--- config.mk ---
export PLATFORM = sky130hd
export DESIGN_NAME = isr_front_flat
export DESIGN_NICKNAME = d
export VERILOG_FILES = /design/src/rtl/core/isr_pkg.sv /design/src/rtl/core/isr_ifs.sv /design/src/rtl/core/isr_front.sv /design/src/flat_wrapper.sv
export SDC_FILE = /design/constraint.sdc
export NUM_CORES = 1
export LEC_CHECK = 0
export CORE_MARGIN = 10
export CORE_UTILIZATION = 63
export DETAILED_ROUTE_END_ITERATION = 7
export DONT_BUFFER_PORTS = 1
export GPL_TIMING_DRIVEN = 0
export PLACE_DENSITY_LB_ADDON = 0.08
export SETUP_SLACK_MARGIN = 0.02
export SYNTH_ARGS = -nofsm -noshare
export SYNTH_HDL_FRONTEND = slang
export SYNTH_SLANG_ARGS = --single-unit
export TNS_END_PERCENT = 20
--- constraint.sdc ---
create_clock -name i_clk -period 6.4 [get_ports i_clk]
set_input_delay 0.32 -clock i_clk [delete_from_list [all_inputs] [get_ports i_clk]]
set_output_delay 0.32 -clock i_clk [all_outputs]
set_load 0.05 [all_outputs]
--- src/rtl/core/isr_pkg.sv ---
// Package for the indexed stack core: widths, operation codes, command word,
// back-end state type and status codes. No dependencies.
`default_nettype none

package isr_pkg;

    localparam int DEPTH_DEFAULT       = 64;
    localparam int ENTRY_WIDTH_DEFAULT = 64;

    localparam int OP_W      = 3;
    localparam int POS_W     = 7;
    localparam int PAYLOAD_W = 64;
    localparam int STATUS_W  = 2;
    localparam int COUNT_W   = 7;

    typedef enum logic [OP_W-1:0] {
        OP_PUSH           = 3'd0,
        OP_POP            = 3'd1,
        OP_READ           = 3'd2,
        OP_DUP            = 3'd3,
        OP_REMOVE_RET     = 3'd4,
        OP_REMOVE_DISCARD = 3'd5
    } t_op;

    typedef enum logic [2:0] {
        K_PUSH,
        K_POP,
        K_READ,
        K_DUP,
        K_REMOVE,
        K_NOP
    } t_kind;

    typedef enum logic [STATUS_W-1:0] {
        ST_OK    = 2'd0,
        ST_RANGE = 2'd1,
        ST_FULL  = 2'd2
    } t_status;

    typedef enum logic [1:0] {
        BS_IDLE,
        BS_FETCH,
        BS_SHIFT
    } t_bstate;

    typedef struct packed {
        t_kind                kind;
        logic                 ret;
        logic [POS_W-1:0]     position;
        logic [PAYLOAD_W-1:0] entry;
    } t_cmd;

    typedef struct packed {
        logic idle;
        logic full;
    } t_back_stat;

endpackage

`default_nettype wire

--- src/rtl/core/isr_ifs.sv ---
// Valid/ready channel interfaces for the indexed stack core.
// Depends on isr_pkg for field widths.
`default_nettype none

interface isr_in_if;
    import isr_pkg::*;

    logic                 valid;
    logic                 ready;
    logic [OP_W-1:0]      op;
    logic [POS_W-1:0]     position;
    logic [PAYLOAD_W-1:0] push_entry;

    modport source (output valid, output op, output position, output push_entry,
                    input ready);
    modport sink   (input valid, input op, input position, input push_entry,
                    output ready);
endinterface


`default_nettype wire

--- src/rtl/core/isr_front.sv ---
// Front end: accepts input words, decodes the operation code into a command
// and holds it in a two-entry queue for the back end. Depends on isr_pkg, isr_ifs.
`default_nettype none

module isr_front (
    input  logic          i_clk,
    input  logic          i_rst_n,
    isr_in_if.sink        i_in,
    output logic          o_cmd_valid,
    input  logic          i_cmd_ready,
    output isr_pkg::t_cmd o_cmd
);
    import isr_pkg::*;

    t_cmd       n_cmd;
    t_cmd       r_q [2];
    logic       r_wp;
    logic       r_rp;
    logic [1:0] r_fill;
    logic       push;
    logic       pop;

    always_comb begin
        n_cmd.position = i_in.position;
        n_cmd.entry    = i_in.push_entry;
        n_cmd.ret      = 1'b0;
        unique case (t_op'(i_in.op))
            OP_PUSH:           n_cmd.kind = K_PUSH;
            OP_POP:            n_cmd.kind = K_POP;
            OP_READ:           n_cmd.kind = K_READ;
            OP_DUP:            n_cmd.kind = K_DUP;
            OP_REMOVE_RET: begin
                n_cmd.kind = K_REMOVE;
                n_cmd.ret  = 1'b1;
            end
            OP_REMOVE_DISCARD: n_cmd.kind = K_REMOVE;
            default:           n_cmd.kind = K_NOP;
        endcase
    end

    assign i_in.ready  = (r_fill != 2'd2);
    assign push        = i_in.valid && i_in.ready;
    assign o_cmd_valid = (r_fill != 2'd0);
    assign pop         = o_cmd_valid && i_cmd_ready;
    assign o_cmd       = r_q[r_rp];

    always_ff @(posedge i_clk) begin
        if (!i_rst_n) begin
            r_wp   <= 1'b0;
            r_rp   <= 1'b0;
            r_fill <= 2'd0;
        end else begin
            if (push) begin
                r_wp <= ~r_wp;
            end
            if (pop) begin
                r_rp <= ~r_rp;
            end
            case ({push, pop})
                2'b10:   r_fill <= r_fill + 2'd1;
                2'b01:   r_fill <= r_fill - 2'd1;
                default: r_fill <= r_fill;
            endcase
        end
    end

    always_ff @(posedge i_clk) begin
        if (push) begin
            r_q[r_wp] <= n_cmd;
        end
    end

endmodule

`default_nettype wire

--- src/flat_wrapper.sv ---
// flat-port wrapper written by rule: the top's interface ports become plain ports
module isr_front_flat import isr_pkg::*;
  (i_clk, i_rst_n, o_cmd_valid, i_cmd_ready, o_cmd, i_in_valid, i_in_op, i_in_position, i_in_push_entry, i_in_ready);
  isr_in_if i_in_i ();
  input  logic i_clk;
  input  logic i_rst_n;
  output logic o_cmd_valid;
  input  logic i_cmd_ready;
  output isr_pkg::t_cmd o_cmd;
  input wire logic [$bits(i_in_i.valid)-1:0] i_in_valid;
  input wire logic [$bits(i_in_i.op)-1:0] i_in_op;
  input wire logic [$bits(i_in_i.position)-1:0] i_in_position;
  input wire logic [$bits(i_in_i.push_entry)-1:0] i_in_push_entry;
  output wire logic [$bits(i_in_i.ready)-1:0] i_in_ready;
  assign i_in_i.valid = i_in_valid;
  assign i_in_i.op = i_in_op;
  assign i_in_i.position = i_in_position;
  assign i_in_i.push_entry = i_in_push_entry;
  assign i_in_ready = i_in_i.ready;
  isr_front u_core (.i_clk(i_clk), .i_rst_n(i_rst_n), .i_in(i_in_i), .o_cmd_valid(o_cmd_valid), .i_cmd_ready(i_cmd_ready), .o_cmd(o_cmd));
endmodule
Yosys cells after proc, flatten, opt, wreduce, memory -nomap -nowiden
Memories as Yosys holds them, arrays and structs flattened. A register that Yosys moved wholly into a read port is not among the register bits.
Index checks and enable logic that the tools add are counted.
{"block": "op_classes", "bitwise_logic": 2, "reduce_logical": 6, "add_sub_neg": 2, "eq_ne": 8, "mux": 7}
{"op": "$pmux W3 S5", "count": 1}
{"op": "$eq A3 B2 Y1 const B", "count": 2}
{"op": "$eq A3 B3 Y1 const B", "count": 2}
{"op": "$mux W1", "count": 5}
{"op": "$pmux W2 S2", "count": 1}
{"op": "$reduce_bool A2 Y1", "count": 2}
{"op": "$eq A3 B1 Y1 const B", "count": 1}
{"op": "$logic_not A3 Y1", "count": 1}
{"op": "$add A2 B1 Y2 const B", "count": 1}
{"op": "$eq A2 B1 Y1 const B", "count": 1}
{"op": "$eq A2 B2 Y1 const B", "count": 1}
{"op": "$logic_and A1 B1 Y1", "count": 2}
{"op": "$ne A2 B2 Y1 const B", "count": 1}
{"op": "$not A1 Y1", "count": 2}
{"op": "$reduce_or A2 Y1", "count": 1}
{"op": "$sub A2 B1 Y2 const B", "count": 1}
{"block": "totals", "ram_bits": 150, "memories": 1, "input_bits": 78, "register_bits": 4, "out_inout_bits": 77}
{"memory": "u_core.r_q", "depth": 2, "width": 75, "rd": 1, "rd_clocked_by_memory_dff": 1, "write_ports": 1, "line": "isr_front.sv:16", "rtl": "t_cmd r_q [2];"}

Logic depth before layout (Yosys ltp)
Gate-level depths: netlist of the first run.
{"block": "depth", "depth_word": 4, "depth_mapped": 6, "ltp_nobuf": 6}

Least setup slack after synthesis of the first run
No wires, ideal clock.
{"block": "synth_timing", "path_type": "register to register", "start": "register u_core.r_fill[0]", "end": "memory u_core.r_q[1][0] in the netlist's numbering, enable pin", "arrival_time_ns": 2.803, "required_time_ns": 5.958, "setup_time_ns": 0.442, "period_less_slack_ns": 3.245, "stages_incl_launch_ff": 3, "slack_ns": 3.155, "cell_sequence": "dfxtp_1 > nand2b_1 > and3_1"}
{"block": "synth_between", "elab_chain_len": 4}
{"item": "start, declared", "line": "isr_front.sv:19", "rtl": "logic [1:0] r_fill;"}
{"item": "start signal, assigned", "line": "isr_front.sv:60", "rtl": "2'b10: r_fill <= r_fill + 2'd1;"}
{"item": "start signal, assigned", "line": "isr_front.sv:61", "rtl": "2'b01: r_fill <= r_fill - 2'd1;"}
{"item": "start signal, assigned", "line": "isr_front.sv:62", "rtl": "default: r_fill <= r_fill;"}
{"item": "$ne A2 B2 Y1", "line": "isr_front.sv:41", "rtl": "assign i_in.ready = (r_fill != 2'd2);"}
{"item": "named net i_in_ready", "line": "flat_wrapper.sv:14", "rtl": "output wire logic [$bits(i_in_i.ready)-1:0] i_in_ready;"}
{"item": "$logic_and A1 B1 Y1", "line": "isr_front.sv:42", "rtl": "assign push = i_in.valid && i_in.ready;"}
{"item": "$mux W1", "line": "isr_front.sv:68", "rtl": "if (push) begin"}
{"item": "$mux W1 (not written as such)", "line": "isr_front.sv:69", "rtl": "r_q[r_wp] <= n_cmd;"}
{"item": "end, declared", "line": "isr_front.sv:16"}
The timed path passes the listed nets, and every way through them passes these cells.

Worst setup path after layout of the first run
{"block": "layout_timing", "start": "register u_core.r_fill[0]", "end": "memory u_core.r_q[1][50] in the netlist's numbering, enable pin"}
The elaborated chain is that of the path after synthesis.

==> flow_metrics.py, run 1 <==
metrics = {
    "power_and_ir_drop": {
        "p_int_mw": 2.160,
        "power_density_nw_per_um2": 484.9,
        "p_switching_mw": 1.331,
        "power_frac_comb": 0.334,
        "ir_worst_vdd_v": 0.0003374,
        "p_seq_frac": 0.379,
        "swShare": 0.3812,
        "pwr-share-clk": 0.287,
        "p_leak_nw": 2.450,
    },
    "sta": {
        "drv_slew": 0,
        "layout_setup_ws_ps": 4112,
        "min_period_ps": 2288,
        "setup_viol": 0,
        "rsz0062_at_grt": "false",
        "finalCritPeriodShare": 0.3576,
        "fmax_mhz": 437.0,
        "relSlewSlack": 0.5597,
        "tightest_slew_ps": 660.4,
        "final.setup.tns_ps": 0,
        "clock_skew_ps": 15.01,
        "hold_violations": 0,
    },
    "placement": {
        "dp_slack_ps": 4103,
        "post-dp-hpwl_mm": 7.065,
        "port_buffers": 0,
        "gp_congestion": 0.7356,
    },
    "synth": {
        "ys_types": 23,
        "syn-instance-count": 261,
        "syn_nets": 340,
        "yosys.area.top_type": "edfxtp_1",
        "syn_area_um2": 5665,
        "ys_seq_area_frac": 0.8127,
        "ys_seq_elements": 155,
        "yosys_warnings": 0,
        "synthTopCellsByArea": "edfxtp_1, mux2_2, dfxtp_1",
        "synth_top_area_frac": 0.7951,
        "syn_area_per_cell_um2": 21.71,
    },
    "setup_path": {
        "required_ps": 6570,
        "crit_fanout": 42,
        "ff2ff_path_depth": 3,
        "reg2reg_slack_ps": 4110,
        "startpoint_type": "register",
        "timing.rr.start": "u_core.r_fill[0]$_SDFFE_PN0P_",
        "crit_path_end": "u_core.r_q[1][50]$_DFFE_PP_",
        "crit_arrival_ps": 2460,
        "cp-startpoint": "u_core.r_fill[0]$_SDFFE_PN0P_",
        "rr_endpoint": "u_core.r_q[1][50]$_DFFE_PP_",
        "crit_path_end_kind": "register",
        "crit_type": "reg -> reg",
    },
    "hold_path": {
        "min_path_type": "in -> reg",
    },
    "clock_network": {
        "cts_buffers": 17,
        "postCtsSetupRepairBufs": 0,
        "clock-sinks": 155,
        "htreeDepth": 4,
        "cts_tree": "built",
        "cts-root-buf": "clkbuf_8",
        "clk_pin_slew_ps": 70,
        "clk_latency_ps": 500,
        "ctsHoldBuffers": 73,
        "cts_resized": 0,
        "clockBufferDepth": 2,
    },
    "drt": {
        "ant_nets": 0,
        "drt_iter0_markers": 163,
        "wl_met1_mm": 4.308,
        "drt-total-wl_mm": 11.69,
        "met3WireLength_mm": 1.007,
        "highest_layer": "met4",
        "drcViolationCount": 0,
        "dr.pass1.iters": 4,
        "drt-wirelength-per-cell_um": 24.45,
        "vias_per_cell": 5.592,
        "route.met2.wl_mm": 6.272,
        "routed-via-count": 2673,
    },
    "die": {
        "core.rowCount": 34,
        "initial_utilization": 0.6496,
        "die_w_um": 114.8,
        "coreArea_um2": 8721,
        "die_height_um": 114.8,
        "boundaryPins": 155,
        "die-area_um2": 13190,
    },
    "layout": {
        "syn2layout_area_growth_pct": 27.08,
        "fill_cells": 427,
        "seq_area_um2": 4604,
        "nNetsFinal": 436,
        "n_antenna_cell": 0,
        "multiInputGateArea_um2": 1006,
        "drive_above_1_share": 0.3270,
    },
    "global_route": {
        "grt_max_degree": 43,
        "antenna_found_initial": 0,
        "grt_pass1_vias": 2950,
        "grt_pass1_wl_mm": 17.38,
        "gr-total-overflow": 0,
        "grt_use_total": 0.1775,
    },
    "run": {
        "drv_cap": 0,
    },
    "status": {
        "status": "finished clean",
    },
}
==> power by group through the flow <==
stage	registers, mW	clock network (mW)	logic, mW
after floorplan	1.34	0	1.00
after global placement	1.35	0	1.11
after detailed placement	1.34	0	1.13
after CTS	1.32	1.01	1.18
after global routing	1.34	1.06	1.22
final	1.32	1.00	1.17
==> cells in the mapped netlist <==
cell	number
and2_1	1
xnor2_1	3
o21ai_0	1
a21bo_2	1
or2_2	1
a21boi_1	1
nand2b_1	1
nand3b_1	1
buf_2	3
buf_4	5
o21a_1	1
nor2b_1	3
inv_1	1
and3_1	1
clkbuf_1	1
nand2_1	1
ha_1	1
nor3b_1	1
a21boi_0	1
edfxtp_1	150
or3_1	1
mux2_2	76
dfxtp_1	5
==> area by class of cell <==
type                            instances  share of cell area
Buffer                                  9            0.007821
Clock buffer                           17             0.05753
Clock inverter                         15             0.02590
Inverter                                1           0.0008690
Multi-Input combinational cell         96              0.1397
Sequential cell                       155              0.6396
Tap cell                              108             0.01877
Timing Repair Buffer                   77              0.1098
==> logic make-up after synthesis <==
group	count (synthesis)	synth area share
AO/OA/AOI/OAI	5	0.006626
XOR/XNOR	3	0.004639
AND/OR/NAND/NOR	11	0.01215
adder cells (fa/ha/maj)	1	0.002208
buffers and inverters	10	0.01060
multiplexers	76	0.1511
flip-flops	155	0.8127
==> cells in the final DEF, fill, tap and decap left out, types with 2 or more instances in the layout <==
cell type and instances:
edfxtp_1 150, mux2_2 76, dlygate4sd3_1 75, clkbuf_16 16, buf_4 5, dfxtp_1 5
inv_6 4, buf_2 3, nor2b_1 3, xnor2_1 3, bufinv_16 3, inv_8 2
clkinv_4 2, clkinv_2 2, buf_12 2
==> worst min-delay path by stage <==
| stage | from | to | slack (ps) | cells past startpoint |
|---|---|---|---|---|
| after floorplan | i_in_push_entry[0] | u_core.r_q[0][0]$_DFFE_PP_ | 420 | 0 |
| after global placement | i_in_push_entry[62] | u_core.r_q[0][62]$_DFFE_PP_ | 420 | 0 |
| after detailed placement | i_in_push_entry[33] | u_core.r_q[0][33]$_DFFE_PP_ | 420 | 0 |
| after CTS | i_in_op[2] | u_core.r_q[1][74]$_DFFE_PP_ | 2 | 1 |
| after global routing | i_in_op[2] | u_core.r_q[1][74]$_DFFE_PP_ | 20 | 1 |
| final | i_in_valid | u_core.r_wp$_SDFFE_PN0N_ | 30 | 2 |
==> worst max-delay path, cell delays in order, from the launching register on <==
cell and delay (ps):
dfxtp_1 420, nand2b_1 570, and3_4 630, buf_12 300
==> layer usage <==
metal	global-route usage	vias to the layer above
li1	-	1225
met3	0.08438	6
met2	0.3092	107
met4	0.04455	0
met1	0.1909	1335
met5	0	-
==> state kept, by name, summed over array words and instances, names as in the netlist, named ones only <==
register	flops
u_core.r_q	150
u_core.r_wp	1
u_core.r_rp	1
u_core.r_fill	2
==> stage by stage <==
stage          utilization  std cells  cell area [µm²]  hold WS (ps)  power (mW)
6_report            0.8255        478             7199         25.10       3.491
5_1_grt             0.8255        478             7199         17.40       3.610
4_1_cts             0.8232        476             7179         2.303       3.507
3_5_place_dp        0.6706        371             5848         419.0       2.470
3_3_place_gp        0.6651        369             5801         419.0       2.458
2_1_floorplan            -        261             5665         418.9       2.338
Power figures use the tool's default switching activity.
==> inputs of run 2 (changes only) <==
--- a/config.mk
+++ b/config.mk
@@ -6,7 +6,7 @@
 export NUM_CORES = 1
 export LEC_CHECK = 0
 export CORE_MARGIN = 10
-export CORE_UTILIZATION = 63
+export CORE_UTILIZATION = 62
 export DETAILED_ROUTE_END_ITERATION = 7
 export DONT_BUFFER_PORTS = 1
 export GPL_TIMING_DRIVEN = 0
==> constraint.sdc (replaced) <==
create_clock -name i_clk -period 2.3 [get_ports i_clk]
set_input_delay 0.115 -clock i_clk [delete_from_list [all_inputs] [get_ports i_clk]]
set_output_delay 0.115 -clock i_clk [all_outputs]
set_load 0.05 [all_outputs]
==> run 2 against run 1 <==
Sequential share of layout area decreased by 0.77 points. Non-clock buffer count rose by 4. Critical path depth is the same. Sequential power rose to 2.8 times the previous value. Final area rose by 1.2%. Sequential cell count unchanged. Core utilization up 0.20 points. Combinational power increased to 2.8 times the previous value. Total power rose to 2.8 times the previous value. Critical path type is now reg -> out.
==> flow_metrics.py, run 2 (synthesis results as in run 1) <==
metrics = {
    "status": {
        "status": "finished clean",
    },
    "layout": {
        "final_cells": 483,
        "stdcell_area_um2": 7287,
        "fill_cells": 420,
        "seq_area_um2": 4604,
        "top_register": "u_core.r_q",
        "final_util": 0.8275,
        "multiInputGateArea_um2": 1013,
        "largest_register_ffs": 150,
        "top_regs": "u_core.r_q x150, u_core.r_fill x2",
        "final_cell_mix": "edfxtp_1, dlygate4sd3_1, mux2_2",
        "final_common_cell": "edfxtp_1",
        "nNetsFinal": 440,
        "drive_above_1_share": 0.3235,
        "syn2layout_area_growth_pct": 28.62,
    },
    "clock_network": {
        "cts_tree": "built",
        "clk_latency_ps": 510,
        "htreeDepth": 4,
        "postCtsSetupRepairBufs": 0,
        "clk_pin_slew_ps": 60,
        "clock-sinks": 155,
        "cts_resized": 0,
        "cts_buffers": 17,
        "cts-root-buf": "clkbuf_8",
        "clockBufferDepth": 2,
    },
    "global_route": {
        "grt_max_degree": 46,
        "grt_pass1_vias": 3027,
        "antenna_found_initial": 0,
        "gr-total-overflow": 0,
        "grt_pass1_wl_mm": 17.67,
        "grt_use_total": 0.1806,
    },
    "power_and_ir_drop": {
        "ir_worst_vdd_v": 0.001078,
        "swShare": 0.3706,
        "power_density_nw_per_um2": 1350,
        "p_switching_mw": 3.646,
        "power_mw": 9.839,
        "p_seq_frac": 0.375,
        "pwr-share-clk": 0.290,
        "power_frac_comb": 0.335,
        "p_leak_nw": 2.474,
        "p_int_mw": 6.193,
    },
    "drt": {
        "drcViolationCount": 0,
        "drt-wirelength-per-cell_um": 24.38,
        "drt_iter0_markers": 192,
        "ant_nets": 0,
        "drt-total-wl_mm": 11.78,
        "dr.pass1.iters": 4,
        "routed-via-count": 2716,
        "vias_per_cell": 5.623,
    },
    "hold_path": {
        "min_from": "i_in_valid",
        "min_path_type": "in -> reg",
    },
    "setup_path": {
        "crit_path_end_kind": "output pin",
        "timing.rr.start": "u_core.r_fill[0]$_SDFFE_PN0P_",
        "required_ps": 2180,
        "crit_fanout": 10,
        "crit_type": "reg -> out",
        "crit_arrival_ps": 1830,
        "startpoint_type": "register",
    },
    "placement": {
        "post-dp-hpwl_mm": 7.077,
        "dp_cells": 372,
        "dp_slack_ps": 372.0,
        "port_buffers": 0,
        "gp_congestion": 0.7084,
        "place_area_um2": 5884,
    },
    "sta": {
        "min_period_ps": 1949,
        "fmax_mhz": 513.1,
        "clock_skew_ps": 9.853,
        "hold_violations": 0,
        "drv_slew": 0,
        "layout_setup_ws_ps": 351.1,
        "rsz0062_at_grt": "false",
        "finalCritPeriodShare": 0.8474,
        "relSlewSlack": 0.6799,
        "tightest_slew_ps": 480.1,
        "setup_viol": 0,
    },
    "die": {
        "boundaryPins": 155,
        "die-area_um2": 13360,
        "initial_utilization": 0.6434,
        "coreArea_um2": 8806,
        "die_height_um": 115.6,
        "die_w_um": 115.6,
        "core.rowCount": 34,
    },
    "run": {
        "drv_cap": 0,
    },
}
[run 2: path summary, 6_finish.rpt]
path | end | slack (ps) | cells after the start
worst max register to register | u_core.r_q[1][23]$_DFFE_PP_ | 370 | 3
worst min register to register | register | 540 | 2
worst max-delay path | o_cmd[26] | 350 | 3
worst min-delay path | u_core.r_fill[1]$_SDFFE_PN0P_ | 40 | 4
[run 2: repair_timing]
action                                  CTS  global route
hold buffers                             78             0
endpoints found under the hold margin   155             0
endpoints found under the setup margin    0             0
[run 2: area by class of cell]
class                   count  area share
clock buffers              22     0.06216
clock inverters            10     0.02284
inverters                   1    0.001030
repair buffers             81      0.1164
well taps                 108     0.01854
flip-flops and latches    155      0.6319
diodes                      1   0.0003434
plain buffers               9    0.007727
multi-input cells          96      0.1391
[run 2: metal layers]
metal	vias up	GRT usage	routed length [µm]
met1	1358	0.1864	4256
met4	0	0.05321	58
met5	-	0	0
li1	1242	-	-
met3	7	0.08889	1052
met2	109	0.3177	6409
[run 2: through the flow]
step | hold slack (ps) | TNS (ps)
global placement | 214.0 | -62270
floorplan | 213.9 | 0
global route | 41.36 | 0
CTS | 18.79 | 0
finish | 36.40 | 0
detailed placement | 214.0 | 0
[run 2: power by group through the flow]
stage | Sequential [mW] | Clock [mW] | Combinational (mW)
floorplan | 3.71 | 0 | 2.80
global placement | 3.73 | 0 | 3.11
detailed placement | 3.73 | 0 | 3.18
CTS | 3.68 | 2.89 | 3.32
global route | 3.73 | 3.00 | 3.44
finish | 3.69 | 2.85 | 3.30
[run 2: worst max-delay path, stage by stage, from the launching register on]
cell	delay [ps]
dfxtp_1	330
buf_2	250
buf_4	240
mux2_2	490
